[config.mk]
export PLATFORM = sky130hd
export DESIGN_NAME = swlrl_ram
export DESIGN_NICKNAME = d
export VERILOG_FILES = /design/src/hw/rtl/swlrl_ram.sv
export SDC_FILE = /design/constraint.sdc
export NUM_CORES = 1
export LEC_CHECK = 0
export ABC_AREA = 0
export CAP_MARGIN = 20
export CORE_MARGIN = 5
export CORE_UTILIZATION = 45
export DETAILED_ROUTE_END_ITERATION = 8
export DONT_BUFFER_PORTS = 1
export PLACE_DENSITY = 0.59
export SKIP_LAST_GASP = 1
export SYNTH_ARGS = -nofsm -noshare
export SYNTH_HDL_FRONTEND = slang
export SYNTH_SLANG_ARGS = --single-unit
[constraint.sdc]
create_clock -name aclk -period 4.2 [get_ports aclk]
set_input_delay 0.21 -clock aclk [delete_from_list [all_inputs] [get_ports aclk]]
set_output_delay 0.21 -clock aclk [all_outputs]
set_load 0.02 [all_outputs]
[src/hw/rtl/swlrl_ram.sv]
// ----------------------------------------------------------------------------
// swlrl_ram
// Generic single-write, single-read RAM with registered read data.
// ----------------------------------------------------------------------------
module swlrl_ram #(
    parameter int WIDTH = 8,
    parameter int DEPTH = 16
) (
    input  logic                       aclk,
    input  logic                       we,
    input  logic [$clog2(DEPTH)-1:0]   waddr,
    input  logic [WIDTH-1:0]           wdata,
    input  logic                       re,
    input  logic [$clog2(DEPTH)-1:0]   raddr,
    output logic [WIDTH-1:0]           rdata
);

    logic [WIDTH-1:0] mem [DEPTH];

    always_ff @(posedge aclk) begin
        if (we) begin
            mem[waddr] <= wdata;
        end
        if (re) begin
            rdata <= mem[raddr];
        end
    end

endmodule
; Word level (Yosys, flattened, before mapping)
; Memory sizes are Yosys's and may differ from the RTL's. A register that Yosys moved wholly into a read port is not among the register bits.
; Cells that the tools add are included.
[word_totals]
mem_count = 1
input_bits = 19
out_inout_bits = 8
ramBits = 128
wordCells = 3
reg_bits = 0
[op_classes]
n_mux = 2
[mem_list]
columns = name, words, word_bits, read_ports, rd_ports_with_merged_regs, wr, line_no
row1 = mem, 16, 8, 1, 1, 1, 18  ; logic [WIDTH-1:0] mem [DEPTH];
[op_table]
columns = cell, n
row1 = 1-bit 2-to-1 mux, 2

; Longest topological paths before layout
[logic_depth]
ltp_word = 2
mapped_depth = 5
mapped_depth_nobuf = 3

; Worst setup path before layout
; No wires, ideal clock.
[synth_path]
path_type = input to register
start = input port waddr[2]
end = memory mem[0][0] (enable)
n_path_buf = 0
required_time_ns = 3.817
setup_slack_ns = 2.497
arrival_time_ns = 1.320
setup_time_ns = 0.383
stages = 2
path_cell_list = or3b_2 nor3_1
[synth_lines]
columns = element, line_no
row1 = "start, declared", 11  ; input logic [$clog2(DEPTH)-1:0] waddr,
row2 = "end, declared", 18
; No word-level cell before the write port.

==> reports/metrics.yaml <==
setup_path:
  crit_slowest_cell: "mux4_1"
  crit_buf_inv: 0
  endpoint_kind: "flip-flop"
  cp_top_family: "multiplexers"
  path_cells: "mux4_1 -> a22oi_1 -> nand2_1"
  critPathKind: "reg -> reg"
  critical_path.startpoint_type: "flip-flop"
  crit_required_ps: 4340
  worstPathArrival_ps: 1710
  crit_fanout: 1
  rrSetupSlack_ps: 2630
  slowest_delay_ps: 550
finish:
  multiInputGateArea_um2: 1060
  antenna_cells: 0
  n_fill_cell: 917
  drive_gt1_share_pct: 18.2
  area_delta_synth_final_pct: 14.7
  register_area_um2: 4080
  nNetsFinal: 271
detailed_routing:
  drc: 0
  wire_per_inst_um: 24.2
  vias_per_cell: 5.65
  vias: 2299
  drt_wl_total_um: 9840
  drt_iter0_drc: 146
  dr.pass1.iters: 4
  antenna_left: 0
synth:
  synth_compound_area_share_pct: 2.30
  synth_area_per_cell_um2: 22.8
  synthSimpleGateAreaFrac_pct: 3.14
  muxShareOfSynthArea_pct: 14.8
  synth_nets: 248
  synthAdderAreaFrac_pct: 0
  yosysMostFrequentCell: "edfxtp_1"
  synthCells: 229
  synth_seq_cells: 136
  ys_top_cells_by_count: "136 x edfxtp_1, 18 x mux4_2, 16 x a22oi_1, 14 x mux4_1, 13 x nor2_1"
  synth-xor-area-share_pct: 0
  yosysSeqAreaShare_pct: 78.1
  synthTopCellsByArea: "edfxtp_1 78%, mux4_2 7.8%, mux4_1 7.0%"
  syn-cell-area_um2: 5230
  synth_top_flop_cell: "edfxtp_1"
  yosys_warnings: 0
  synth_edf_count: 136
  ys_async_sr_fraction_pct: 0
  synth_cell_types: 18
  yosysTopAreaCell: "edfxtp_1"
  synth_top_family_by_area: "multiplexers"
  synth_top_area_share_pct: 78.1
timing:
  fin_crit_ps: 1570
  worst_hold_slack_ps: 50.1
  maxSlewViolCount: 0
  slew_headroom_pct: 35.7
  fin_skew_ps: 9.00
  max_freq_ghz: 0.635
  fin_crit_sh_pct: 37.5
  setup_tns_ps: 0
  setup_viol: 0
  rsz0062_at_grt: "no"
  tightest_slew_ps: 961
  hold_viol_final: 0
clock_tree:
  numClockSinks: 136
  clock_latency_ps: 400
  cts_tree: "built"
  cts_made_buffers: 17
  htree_levels: 4
  path_clk_slew_ps: 60
  cts_buffer_depth: 2
  root_buffer: "clkbuf_16"
  postCtsSetupRepairBufs: 0
die:
  rows: 39
  die-width_um: 118
  dieArea_um2: 13900
  io-pin-count: 27
  core_region_area_um2: 11400
  start_util_pct: 45.8
  dieHeight_um: 118
job:
  max-cap-violations: 0
global_route:
  grt_pass1_vias: 2421
  antenna_found_initial: 0
  track_usage_pct: 15.1
  grt_max_degree: 33
  grt_overflow: 0
  grt_first_pass_wirelength_um: 15400
pwr:
  power_density_nw_per_um2: 503
  ir_worst_vdd_mv: 0.291
  p_leak_nw: 1.93
min_path:
  hold_path_class: "in -> reg"
run_status:
  status: "complete, no violations"
place:
  port_buffers: 0
  gp_congestion: 0.703
  hpwlAfterDp_um: 5950
[registers in the layout, summed over array words and instances (netlist names)]
signal,count
rdata,8
mem,128
[metrics by stage]
stage                     setup slack (ps)  cells  power [mW]  area, µm²  util [%]
after floorplan                       2500    229        1.65       5230         -
after global placement                2200    364        1.65       5340      46.7
after detailed placement              2060    365        1.66       5340      46.8
after CTS                             2490    405        3.05       5980      52.3
after global routing                  2520    407        3.12       5990      52.5
final                                 2630    407        3.02       5990      52.5
[routing by layer]
| metal | GRT usage [%] | vias to the layer above | wire length, µm |
|---|---|---|---|
| li1 | - | 1026 | - |
| met1 | 21.7 | 1208 | 4490 |
| met2 | 22.9 | 57 | 4870 |
| met3 | 3.89 | 8 | 418 |
| met4 | 4.73 | 0 | 66 |
| met5 | 0 | - | 0 |
[layout by cell type (no fill, tap or decap), types with 4 or more instances in the layout]
cell type,n
mux4_1,14
a22oi_1,16
nor3_1,4
nand2_1,9
clkbuf_1,4
edfxtp_1,136
nor2_1,13
clkbuf_16,17
mux4_2,18
dlygate4sd3_1,9
[report_power, final]
group	leakage, nW	total, mW	internal [mW]	switching, mW
logic	0.434	0.106	0.0491	0.0568
clock network	0.259	1.36	0.862	0.501
registers	1.24	1.55	1.53	0.0154
[layout make-up]
cell class / count / share of cell area [%]
Multi-Input combinational cell: 83 / 17.6
Clock buffer: 21 / 7.35
Sequential cell: 136 / 68.1
Timing Repair Buffer: 14 / 2.15
Tap cell: 143 / 2.98
Clock inverter: 10 / 1.75
[kinds of logic after synthesis]
kind of cell,count (synthesis)
AO/OA/AOI/OAI,16
buffers and inverters,10
flip-flops,136
multiplexers,32
AND/OR/NAND/NOR,35
[repair_timing]
item,4_1_cts,5_1_grt
resized for setup,0,0
hold buffers,9,0
endpoints found under the hold margin,136,0
[final timing paths]
| kind | to | startpoint | depth (start not counted) |
|---|---|---|---|
| max | rdata[1]$_DFFE_PP_ | mem[0][1]$_DFFE_PP_ | 3 |
| min | mem[0][7]$_DFFE_PP_ | waddr[0] | 1 |
| max reg2reg | rdata[1]$_DFFE_PP_ | mem[0][1]$_DFFE_PP_ | 3 |
| min reg2reg | rdata[1]$_DFFE_PP_ | mem[14][1]$_DFFE_PP_ | 3 |
(Power assumes the default switching activity.)
